--- src/hdl/gre_pkg.sv ---
// ----------------------------------------------------------------------------
// gre_pkg
// Types and constants shared by the row engine: payload structs, queue
// entry, register indexes and fixed-point formats.
// ----------------------------------------------------------------------------
package gre_pkg;

  localparam int DATA_W   = 16;
  localparam int FRAC_W   = 12;
  localparam int PROD_W   = 2 * DATA_W;
  localparam int ACC_W    = 48;
  localparam int CFG_IDX_W = 8;

  localparam int QDEPTH  = 4;
  localparam int QPTR_W  = $clog2(QDEPTH);
  localparam int QCNT_W  = $clog2(QDEPTH + 1);

  localparam logic [CFG_IDX_W-1:0] REG_ALPHA = CFG_IDX_W'(0);
  localparam logic [CFG_IDX_W-1:0] REG_BETA  = CFG_IDX_W'(1);

  localparam logic signed [DATA_W-1:0] ALPHA_RESET = DATA_W'(4096);
  localparam logic signed [DATA_W-1:0] BETA_RESET  = DATA_W'(0);

  localparam logic signed [ACC_W-1:0] ACC_MAX = {1'b0, {(ACC_W-1){1'b1}}};
  localparam logic signed [ACC_W-1:0] ACC_MIN = {1'b1, {(ACC_W-1){1'b0}}};

  typedef struct packed {
    logic signed [DATA_W-1:0] matrix_elem;
    logic signed [DATA_W-1:0] vector_elem;
    logic signed [DATA_W-1:0] y_prior;
    logic                     row_end;
    logic                     final_row;
  } in_item_t;

  typedef struct packed {
    logic signed [DATA_W-1:0] y_new;
    logic                     saturated;
    logic                     last_row;
  } out_item_t;

  typedef struct packed {
    logic signed [ACC_W-1:0]  acc;
    logic signed [DATA_W-1:0] y_prior;
    logic                     final_row;
  } row_job_t;

endpackage

--- src/hdl/gre_queue.sv ---
// ----------------------------------------------------------------------------
// gre_queue
// Short queue of finished row sums between the accumulate front end and
// the scaling back end.
// ----------------------------------------------------------------------------
module gre_queue (
  input  logic                         clk,
  input  logic                         rst_n,
  input  logic                         push,
  input  gre_pkg::row_job_t            push_data,
  input  logic                         pop,
  output gre_pkg::row_job_t            pop_data,
  output logic                         empty,
  output logic [gre_pkg::QCNT_W-1:0]   count
);
  import gre_pkg::*;

  row_job_t            mem_r [QDEPTH];
  logic [QPTR_W-1:0]   wr_ptr_r;
  logic [QPTR_W-1:0]   rd_ptr_r;
  logic [QCNT_W-1:0]   count_r;
  logic [QCNT_W-1:0]   count_nxt;

  assign pop_data = mem_r[rd_ptr_r];
  assign empty    = (count_r == '0);
  assign count    = count_r;

  always_comb begin
    count_nxt = count_r;
    if (push && !pop) begin
      count_nxt = count_r + QCNT_W'(1);
    end else if (!push && pop) begin
      count_nxt = count_r - QCNT_W'(1);
    end
  end

  always_ff @(posedge clk) begin
    if (!rst_n) begin
      wr_ptr_r <= '0;
      rd_ptr_r <= '0;
      count_r  <= '0;
    end else begin
      count_r <= count_nxt;
      if (push) begin
        wr_ptr_r <= (wr_ptr_r == QPTR_W'(QDEPTH - 1)) ? '0 : wr_ptr_r + QPTR_W'(1);
      end
      if (pop) begin
        rd_ptr_r <= (rd_ptr_r == QPTR_W'(QDEPTH - 1)) ? '0 : rd_ptr_r + QPTR_W'(1);
      end
    end
  end

  always_ff @(posedge clk) begin
    if (push) begin
      mem_r[wr_ptr_r] <= push_data;
    end
  end

endmodule

--- src/hdl/gre_front.sv ---
// ----------------------------------------------------------------------------
// gre_front
// Input side: takes one element per cycle while in_stall is low, registers the
// element product and adds it into the saturating row accumulator; row ends go to the queue.
// ----------------------------------------------------------------------------
module gre_front (
  input  logic                         clk,
  input  logic                         rst_n,
  input  logic                         in_valid,
  output logic                         in_stall,
  input  gre_pkg::in_item_t            in_data,
  input  logic [gre_pkg::QCNT_W-1:0]   q_count,
  output logic                         q_push,
  output gre_pkg::row_job_t            q_push_data
);
  import gre_pkg::*;

  logic                     p_valid_r;
  logic                     p_row_end_r;
  logic                     p_final_r;
  logic signed [DATA_W-1:0] p_yp_r;
  logic signed [PROD_W-1:0] prod_r;
  logic signed [ACC_W-1:0]  acc_r;
  logic signed [ACC_W-1:0]  acc_nxt;
  logic signed [ACC_W:0]    acc_sum;
  logic [QCNT_W:0]          occupancy;
  logic                     accept;

  assign q_push    = p_valid_r && p_row_end_r;
  // keep one free slot for the element now entering the product stage
  assign occupancy = {1'b0, q_count} + (QCNT_W+1)'(q_push);
  assign in_stall  = (occupancy >= (QCNT_W+1)'(QDEPTH));
  assign accept    = in_valid && !in_stall;

  assign acc_sum = {acc_r[ACC_W-1], acc_r} +
                   {{(ACC_W+1-PROD_W){prod_r[PROD_W-1]}}, prod_r};

  always_comb begin
    if (acc_sum[ACC_W] != acc_sum[ACC_W-1]) begin
      acc_nxt = acc_sum[ACC_W] ? ACC_MIN : ACC_MAX;
    end else begin
      acc_nxt = acc_sum[ACC_W-1:0];
    end
  end

  assign q_push_data.acc       = acc_nxt;
  assign q_push_data.y_prior   = p_yp_r;
  assign q_push_data.final_row = p_final_r;

  always_ff @(posedge clk) begin
    if (!rst_n) begin
      p_valid_r <= 1'b0;
      acc_r     <= '0;
    end else begin
      p_valid_r <= accept;
      if (p_valid_r) begin
        acc_r <= p_row_end_r ? '0 : acc_nxt;
      end
    end
  end

  always_ff @(posedge clk) begin
    if (accept) begin
      prod_r      <= in_data.matrix_elem * in_data.vector_elem;
      p_row_end_r <= in_data.row_end;
      p_final_r   <= in_data.final_row;
      p_yp_r      <= in_data.y_prior;
    end
  end

endmodule

--- src/hdl/gre_scale.sv ---
// ----------------------------------------------------------------------------
// gre_scale
// Output side: sequencer that forms beta*y + alpha*acc for one row sum with
// split partial products, rounds, saturates and loads the output register.
// ----------------------------------------------------------------------------
module gre_scale (
  input  logic                              clk,
  input  logic                              rst_n,
  input  logic signed [gre_pkg::DATA_W-1:0] alpha_gain,
  input  logic signed [gre_pkg::DATA_W-1:0] beta_gain,
  input  logic                              q_empty,
  output logic                              q_pop,
  input  gre_pkg::row_job_t                 q_data,
  output logic                              out_valid,
  input  logic                              out_stall,
  output gre_pkg::out_item_t                out_data
);
  import gre_pkg::*;

  localparam int LO_W   = ACC_W / 2;
  localparam int HI_W   = ACC_W - LO_W;
  localparam int PLO_W  = DATA_W + LO_W + 1;
  localparam int PHI_W  = DATA_W + HI_W;
  localparam int SUM_W  = 64;
  localparam int RND_SH = 2 * FRAC_W;
  localparam int RES_W  = SUM_W - RND_SH;
  localparam logic signed [SUM_W-1:0] ROUND_HALF = SUM_W'(1) << (RND_SH - 1);

  typedef enum logic [4:0] {
    ST_IDLE = 5'b00001,
    ST_LO   = 5'b00010,
    ST_HI   = 5'b00100,
    ST_ADD  = 5'b01000,
    ST_SAT  = 5'b10000
  } state_t;

  state_t                   state_r;
  state_t                   state_nxt;
  row_job_t                 job_r;
  logic signed [PLO_W-1:0]  plo_r;
  logic signed [PHI_W-1:0]  phi_r;
  logic signed [PROD_W-1:0] pby_r;
  logic signed [SUM_W-1:0]  sum_r;
  logic signed [SUM_W-1:0]  sum_nxt;
  logic signed [RES_W-1:0]  res;
  logic                     res_sat;
  logic signed [DATA_W-1:0] res_clip;
  logic                     out_valid_r;
  out_item_t                out_data_r;
  logic                     out_free;
  logic                     load_out;

  assign out_valid = out_valid_r;
  assign out_data  = out_data_r;
  assign out_free  = !out_valid_r || !out_stall;
  assign q_pop     = (state_r == ST_IDLE) && !q_empty;
  assign load_out  = (state_r == ST_SAT) && out_free;

  assign sum_nxt = {phi_r, {LO_W{1'b0}}} +
                   {{(SUM_W-PLO_W){plo_r[PLO_W-1]}}, plo_r} +
                   {{(SUM_W-PROD_W-FRAC_W){pby_r[PROD_W-1]}}, pby_r, {FRAC_W{1'b0}}} +
                   ROUND_HALF;

  assign res     = sum_r[SUM_W-1:RND_SH];
  assign res_sat = (res[RES_W-1:DATA_W-1] != {(RES_W-DATA_W+1){1'b0}}) &&
                   (res[RES_W-1:DATA_W-1] != {(RES_W-DATA_W+1){1'b1}});
  assign res_clip = res_sat ? (res[RES_W-1] ? {1'b1, {(DATA_W-1){1'b0}}}
                                            : {1'b0, {(DATA_W-1){1'b1}}})
                            : res[DATA_W-1:0];

  always_comb begin
    state_nxt = state_r;
    case (state_r)
      ST_IDLE: if (!q_empty) state_nxt = ST_LO;
      ST_LO:   state_nxt = ST_HI;
      ST_HI:   state_nxt = ST_ADD;
      ST_ADD:  state_nxt = ST_SAT;
      ST_SAT:  if (out_free) state_nxt = ST_IDLE;
      default: state_nxt = ST_IDLE;
    endcase
  end

  always_ff @(posedge clk) begin
    if (!rst_n) begin
      state_r     <= ST_IDLE;
      out_valid_r <= 1'b0;
    end else begin
      state_r <= state_nxt;
      if (load_out) begin
        out_valid_r <= 1'b1;
      end else if (!out_stall) begin
        out_valid_r <= 1'b0;
      end
    end
  end

  always_ff @(posedge clk) begin
    if (q_pop) begin
      job_r <= q_data;
    end
    if (state_r == ST_LO) begin
      plo_r <= alpha_gain * $signed({1'b0, job_r.acc[LO_W-1:0]});
      pby_r <= beta_gain * job_r.y_prior;
    end
    if (state_r == ST_HI) begin
      phi_r <= alpha_gain * $signed(job_r.acc[ACC_W-1:LO_W]);
    end
    if (state_r == ST_ADD) begin
      sum_r <= sum_nxt;
    end
    if (load_out) begin
      out_data_r.y_new     <= res_clip;
      out_data_r.saturated <= res_sat;
      out_data_r.last_row  <= job_r.final_row;
    end
  end

endmodule

--- src/hdl/gemv_row_engine.sv ---
// ----------------------------------------------------------------------------
// gemv_row_engine
// Streaming y = beta*y + alpha*A*x in Q4.12, one matrix row at a time.
// ----------------------------------------------------------------------------
// The engine takes one matrix/vector element pair per cycle while in_stall is
// low and adds its product into a saturating 48-bit row accumulator. Each
// row end hands its sum to a four-entry queue; a scaling sequencer then takes
// each row through its steps (queue pop, two split alpha products, the wide
// add with rounding, saturation) before the result reaches the output
// register, and waits while that register is full and out_stall is high.
// The queue lets the input side keep accepting elements while the sequencer
// works on earlier rows; short rows can fill it and then stall the input.
// Configuration writes are always ready; the sequencer reads the gain
// registers directly, so a write also affects rows queued or being scaled.
// ----------------------------------------------------------------------------
module gemv_row_engine (
  input  logic                                 clk,
  input  logic                                 rst_n,
  input  logic                                 in_valid,
  output logic                                 in_stall,
  input  gre_pkg::in_item_t                    in_data,
  output logic                                 out_valid,
  input  logic                                 out_stall,
  output gre_pkg::out_item_t                   out_data,
  input  logic                                 cfg_valid,
  output logic                                 cfg_ready,
  input  logic [gre_pkg::CFG_IDX_W-1:0]        cfg_index,
  input  logic [gre_pkg::DATA_W-1:0]           cfg_data
);
  import gre_pkg::*;

  logic signed [DATA_W-1:0] alpha_r;
  logic signed [DATA_W-1:0] beta_r;
  logic                     q_push;
  logic                     q_pop;
  logic                     q_empty;
  logic [QCNT_W-1:0]        q_count;
  row_job_t                 q_push_data;
  row_job_t                 q_pop_data;

  assign cfg_ready = 1'b1;

  always_ff @(posedge clk) begin
    if (!rst_n) begin
      alpha_r <= ALPHA_RESET;
      beta_r  <= BETA_RESET;
    end else if (cfg_valid && cfg_ready) begin
      case (cfg_index)
        REG_ALPHA: alpha_r <= cfg_data;
        REG_BETA:  beta_r  <= cfg_data;
        default: ;
      endcase
    end
  end

  gre_front u_front (
    .clk         (clk),
    .rst_n       (rst_n),
    .in_valid    (in_valid),
    .in_stall    (in_stall),
    .in_data     (in_data),
    .q_count     (q_count),
    .q_push      (q_push),
    .q_push_data (q_push_data)
  );

  gre_queue u_queue (
    .clk       (clk),
    .rst_n     (rst_n),
    .push      (q_push),
    .push_data (q_push_data),
    .pop       (q_pop),
    .pop_data  (q_pop_data),
    .empty     (q_empty),
    .count     (q_count)
  );

  gre_scale u_scale (
    .clk        (clk),
    .rst_n      (rst_n),
    .alpha_gain (alpha_r),
    .beta_gain  (beta_r),
    .q_empty    (q_empty),
    .q_pop      (q_pop),
    .q_data     (q_pop_data),
    .out_valid  (out_valid),
    .out_stall  (out_stall),
    .out_data   (out_data)
  );

endmodule

--- config.mk ---
export PLATFORM = sky130hd
export DESIGN_NAME = gemv_row_engine
export DESIGN_NICKNAME = d
export VERILOG_FILES = /design/src/hdl/gre_pkg.sv /design/src/hdl/gre_queue.sv /design/src/hdl/gre_front.sv /design/src/hdl/gre_scale.sv /design/src/hdl/gemv_row_engine.sv
export SDC_FILE = /design/constraint.sdc
export NUM_CORES = 2
export LEC_CHECK = 0
export ABC_AREA = 1
export BUFFER_PORTS_ARGS = -buffer_cell sky130_fd_sc_hd__buf_2
export CORE_MARGIN = 2
export CORE_UTILIZATION = 40
export CTS_CLUSTER_DIAMETER = 40
export DETAILED_ROUTE_END_ITERATION = 7
export PLACE_DENSITY = 0.62
export SYNTH_ARGS = -nofsm -noshare
export SYNTH_HDL_FRONTEND = slang
export SYNTH_HIERARCHICAL = 1
export SYNTH_SLANG_ARGS = --single-unit
--- constraint.sdc ---
create_clock -name clk -period 7.3 [get_ports clk]
set_input_delay 0.73 -clock clk [delete_from_list [all_inputs] [get_ports clk]]
set_output_delay 0.73 -clock clk [all_outputs]
set_load 0.01 [all_outputs]
# Yosys cells after proc, flatten, opt, wreduce, memory -nomap -nowiden
# Memory sizes are Yosys's and may differ from the RTL's. A register that Yosys moved wholly into a read port is not among the register bits.
# Cells that the tools add are included.
# word_totals
mem_bits_rw,260
in_bits,79
out_inout_bits,21
reg_bits,339
memories,1
word_cells,85
# mem_list
memory,depth,width,rd,rd_ports_with_merged_regs,wr,line_no,source
u_queue.mem_r,4,65,1,1,1,gre_queue.sv:18,row_job_t mem_r [QDEPTH];
# classes
muxes,16
reduce_logical,21
multipliers,4
addsub,9
n_lt_le_gt_ge,1
n_eq_ne,13
# ops
cell,count
$mux W48,3
$add A64 B64 Y64,2
$add A64 B24 Y64 const B,1
$mul A16 B16 Y32,2
$add A48 B32 Y49,1
$mul A16 B25 Y41,1
$mul A16 B24 Y40,1
$mux W16,2
$ne A25 B25 Y1 const B,1
$pmux W5 S5,1
$reduce_bool A25 Y1,1
$mux W5,2
$eq A8 B1 Y1 const B,1
$logic_not A8 Y1,1
$logic_and A1 B1 Y1,7
$logic_not A1 Y1,6
$mux W3,2
$reduce_and A2 Y1,3
$eq A5 B1 Y1 const B,1
$eq A5 B2 Y1 const B,1
$eq A5 B3 Y1 const B,1
$eq A5 B4 Y1 const B,1
$eq A5 B5 Y1 const B,1
$add A2 B1 Y2 const B,2
other kinds (13),19

# Longest topological paths before layout
# logic_depth
depth_word,6
ltp_mapped,27
mapped_depth_nobuf,25

# Cells and area by module
# Netlist, hierarchy kept.
# modules_own_cells
mod,n_inst,cells_per_inst,area_each_um2,seq_area_each_um2
gre_scale,1,6341,50704.9,6846.6
gre_front,1,2411,17894.7,2482.4
gre_queue,1,687,10408.7,7987.7
gemv_row_engine,1,203,1442.6,640.6

# Worst setup path before layout
# OpenSTA, ideal clock, no wires.
# synth_timing
path_kind,flip-flop to flip-flop
from,reg u_scale.state_r[2]
to,reg u_scale.state_r[0]
required_time_ps,7167
stages_incl_launch_ff,7
setup_ps,133
period_less_slack_ps,7200
t_arrival_ps,7066
slack_ps,100
path_cell_list,dfxtp_1 -> nor2_1 -> inv_1 -> nor4_1 -> inv_1 -> nand4_1 -> o221ai_1
# synth_between
elab_chain_len,3
elab_cells_between_ends,9
cone_classes,eq/ne (7); mux (1); reduce/logical (1)
# synth_lines
element,line_no,source
from (decl),gre_scale.sv:37,state_t state_r;
from (signal assigned),gre_scale.sv:88,state_r <= state_nxt;
$eq A5 B1 Y1 or $eq A5 B5 Y1 (tied branches),gre_scale.sv:73,case (state_r)
$ne A2 B2 Y1 (no line) or $ne A2 B1 Y1 (tied branches),-,
$reduce_and A2 Y1 (no line),-,
# Several ways; a longest one is shown, not always the timed one.
# A chain may end at the register's enable or synchronous reset.

# Worst setup path in the final report
# layout_timing
from,reg alpha_r[1]
to,reg u_scale.phi_r[38] (data pin)
# layout_between
elab_chain_len,1
# layout_lines
element,line_no,source
from (decl),gemv_row_engine.sv:32,logic signed [DATA_W-1:0] alpha_r;
from (signal assigned),gemv_row_engine.sv:49,REG_ALPHA: alpha_r <= cfg_data;
$mul A16 B24 Y40,gre_scale.sv:106,phi_r <= alpha_gain * $signed(job_r.acc[ACC_W-1:LO_W]);
to (signal assigned),gre_scale.sv:106,
to (decl),gre_scale.sv:41,logic signed [PHI_W-1:0] phi_r;
# Every way passes these cells.

==> impl_metrics.tcl <==
set metrics [dict create \
    outcome "complete, no violations" \
    htreeDepth 3 \
    cp.required_ns 7.77 \
    p_total_mw 27.9 \
    track_usage_pct 21.5 \
    startpoint_type "flip-flop" \
    drc_errors 0 \
    via_per_inst 4.91 \
    reg2reg_from "alpha_r[1]" \
    diodes 0 \
    syn_nets 11500 \
    crit_path_end_kind "flip-flop" \
    die_width_um 452 \
    drt_pass1_iterations 6 \
    place_congestion 0.956 \
    clock_sinks 630 \
    cp_data_arrival_time_ns 7.16 \
    antenna_found_initial 3 \
    hold_path_startpoint "in_data[2]" \
    root_buffer "clkbuf_16" \
    worst-setup-path-type "reg2reg" \
    hold_path_class "in2reg" \
    synthArstFlopShare_pct 0 \
    slew_viol_final 0 \
    reg2reg_to "u_scale/phi_r[38]" \
    ant_nets 0 \
    postSynthAreaPerCell_um2 8.34 \
    cts_resized 0 \
    grt_setup_unrepaired "false" \
    cp_slowest_cell "dfxtp_2" \
    r2r_setup_slack_ns 0.62 \
    crit_path_max_fanout 22 \
    hold-path-endpoint "u_front/p_yp_r[0]" \
    grt_max_degree 70 \
    synth_compound_area_share_pct 5.83 \
    clk_pin_slew_worst_paths_ns 0.06 \
    tritoncts "done" \
    period_share_pct 91.5 \
    fin_setup_tns_ns 0 \
    synth_xor_xnor_area_share_pct 1.91 \
    synth_area_um2 80500 \
    holdWs_ns 0.157 \
    fin_worst_skew_ns 0.0528 \
    synth_top_family_by_area "adder cells" \
    cts_hold_buf 0 \
    synth_flop_cell "edfxtp_1" \
    tightest_slew_ns 1.21 \
    clock_latency_ns 0.75 \
    cts_buffers 98 \
    grt_overflow 0 \
    drv_cap 0 \
    final_cell_mix "inv_1, nand2_1, fa_1" \
    ir_worst_vdd_mv 0.434 \
    num_vias 60500 \
    cts_setup_buffers 0 \
    synth.area.mux_share_pct 0 \
    drt-initial-drc-count 3928 \
    setup_violations 0 \
    final_common_cell "inv_1" \
    die_h_um 452 \
    reg2reg_depth 20 \
    area_growth_pct 8.14 \
    cellLeakagePower_nw 44.9 \
    fin_crit_ns 6.68 \
    die-area_um2 205000 \
    grt_pass1_wl_um 349000 \
    num_rows 164 \
    ys_warn_count 6 \
    synth_edf_count 534 \
    syn_inst 9642 \
    io-pin-count 100 \
    place_hpwl_um 178000 \
    core_area_um2 200000 \
    cellPowerDensity_nw_per_um2 321 \
    relSlewSlack_pct 18.8 \
    yosysSeqAreaShare_pct 22.3 \
    cp_cell_sequence "nand2_1 -> inv_1 -> fa_1 -> fa_1 -> inv_1 -> fa_1 -> inv_1 -> fa_1 -> inv_1 -> fa_1 -> fa_1 -> inv_1 -> ha_1 -> inv_1 -> nor3_1 -> nand2_1 -> nor2_1 -> nand4_1 -> nand4_1 -> nand2_1" \
    routedWlPerCell_um 17.6 \
    ys_types 58 \
    synth-seq-cells 630 \
    holdPathStages 1 \
    synth-adder-area-share_pct 38.9 \
    clockBufferDepth 3 \
    grt_pass1_vias 63800 \
    nets 11400 \
    clock.fmax_mhz 150 \
    start_util_pct 40.3 \
    yosys.area_share.simple_pct 17.6 \
    drive_gt1_share_pct 6.24 \
    critPathMaxStageDelay_ns 0.77 \
    final_hold_viol_count 0 \
    portBuffers 98 \
    routed_wl_um 217000 \
]
metrics by stage:
step | utilization [%] | std cells | instance area (µm²) | setup WS (ns)
after floorplan | - | 9642 | 80500 | 0.100
after global placement | 41.8 | 12100 | 83500 | 0.651
after detailed placement | 41.8 | 12100 | 83500 | 0.607
after CTS | 43.5 | 12300 | 87000 | 0.630
after global routing | 43.5 | 12300 | 87000 | 0.378
final | 43.5 | 12300 | 87000 | 0.619
sequential cells by signal, summed over array words and instances, names as in the netlist, 2 cells and up, named ones only:
name / flops
u_queue/mem_r: 260
u_scale/job_r: 65
u_front/acc_r: 48
u_scale/phi_r: 40
u_scale/sum_r: 40
u_front/prod_r: 32
u_scale/pby_r: 32
u_scale/plo_r: 29
u_scale/out_data: 18
alpha_r: 16
beta_r: 16
u_front/p_yp_r: 16
u_scale/state_r: 5
u_queue/count: 3
u_queue/rd_ptr_r: 2
u_queue/wr_ptr_r: 2
layout make-up:
type,instances,area [µm²]
fillers,19800,113000
inverters,2458,9230
clock buffers,112,2570
multi-input cells,6200,51700
clock inverters,74,963
repair buffers,180,1210
well taps,2656,3320
flip-flops and latches,630,18000
Yosys cell counts, types with 18 or more instances:
master | count | share of area (%)
a21oi_2 | 31 | 0.34
a21o_1 | 22 | 0.21
o21ai_2 | 18 | 0.20
edfxtp_1 | 534 | 20
nand4_1 | 70 | 0.54
ha_1 | 511 | 7.9
nand2_1 | 2372 | 11
dfxtp_1 | 96 | 2.4
xnor2_1 | 67 | 0.73
nor2_1 | 605 | 2.8
a21oi_1 | 299 | 1.9
o22ai_1 | 45 | 0.35
fa_1 | 1244 | 31
nand3_1 | 210 | 1.3
nand2_2 | 50 | 0.39
xor2_1 | 108 | 1.2
clkbuf_1 | 274 | 1.3
o21ai_1 | 46 | 0.29
or2_2 | 25 | 0.19
nor3_1 | 46 | 0.29
buf_1 | 26 | 0.12
buf_2 | 28 | 0.17
o21ai_0 | 234 | 1.5
nor2_4 | 29 | 0.41
o22ai_2 | 20 | 0.31
inv_1 | 2447 | 11
o21bai_1 | 43 | 0.40
kinds of logic after synthesis:
kind of cell | Yosys count
XOR/XNOR | 175
adder cells (fa/ha/maj) | 1755
buffers and inverters | 2812
other | 1
AO/OA/AOI/OAI | 801
AND/OR/NAND/NOR | 3468
flip-flops | 630
critical path, delay by kind of cell, from the launching register on:
kind	cells	cell delay [ns]
buf+inv	6	0.69
fa+ha+maj	7	3.76
simple gates	7	1.14
flops	1	0.77
per-layer routing:
| layer | global-route usage [%] | vias to the layer above | part of all wire [%] |
|---|---|---|---|
| met4 | 6.17 | 2 | 2.6 |
| met5 | 0 | - | 0.0060 |
| met2 | 38.0 | 1663 | 50 |
| li1 | - | 28600 | - |
| met3 | 2.09 | 301 | 4.7 |
| met1 | 27.9 | 29900 | 43 |
how the worst max path moves through the flow:
stage                             from                  to  depth (start not counted)
floorplan           u_scale/state_r[2]  u_scale/state_r[0]                          6
global placement           in_data[23]  u_front/prod_r[28]                         19
detailed placement         in_data[23]  u_front/prod_r[28]                         19
CTS                         alpha_r[1]   u_scale/phi_r[38]                         20
global route                alpha_r[1]   u_scale/phi_r[38]                         20
finish                      alpha_r[1]   u_scale/phi_r[38]                         20
report_power, final:
group	leakage (nW)	switching (mW)	internal, mW
Clock	1.67	1.91	2.98
Sequential	5.65	1.47	5.58
Combinational	37.5	10.4	5.58
Total	44.9	13.7	14.1
No activity file was read; power rests on OpenSTA's default activity.
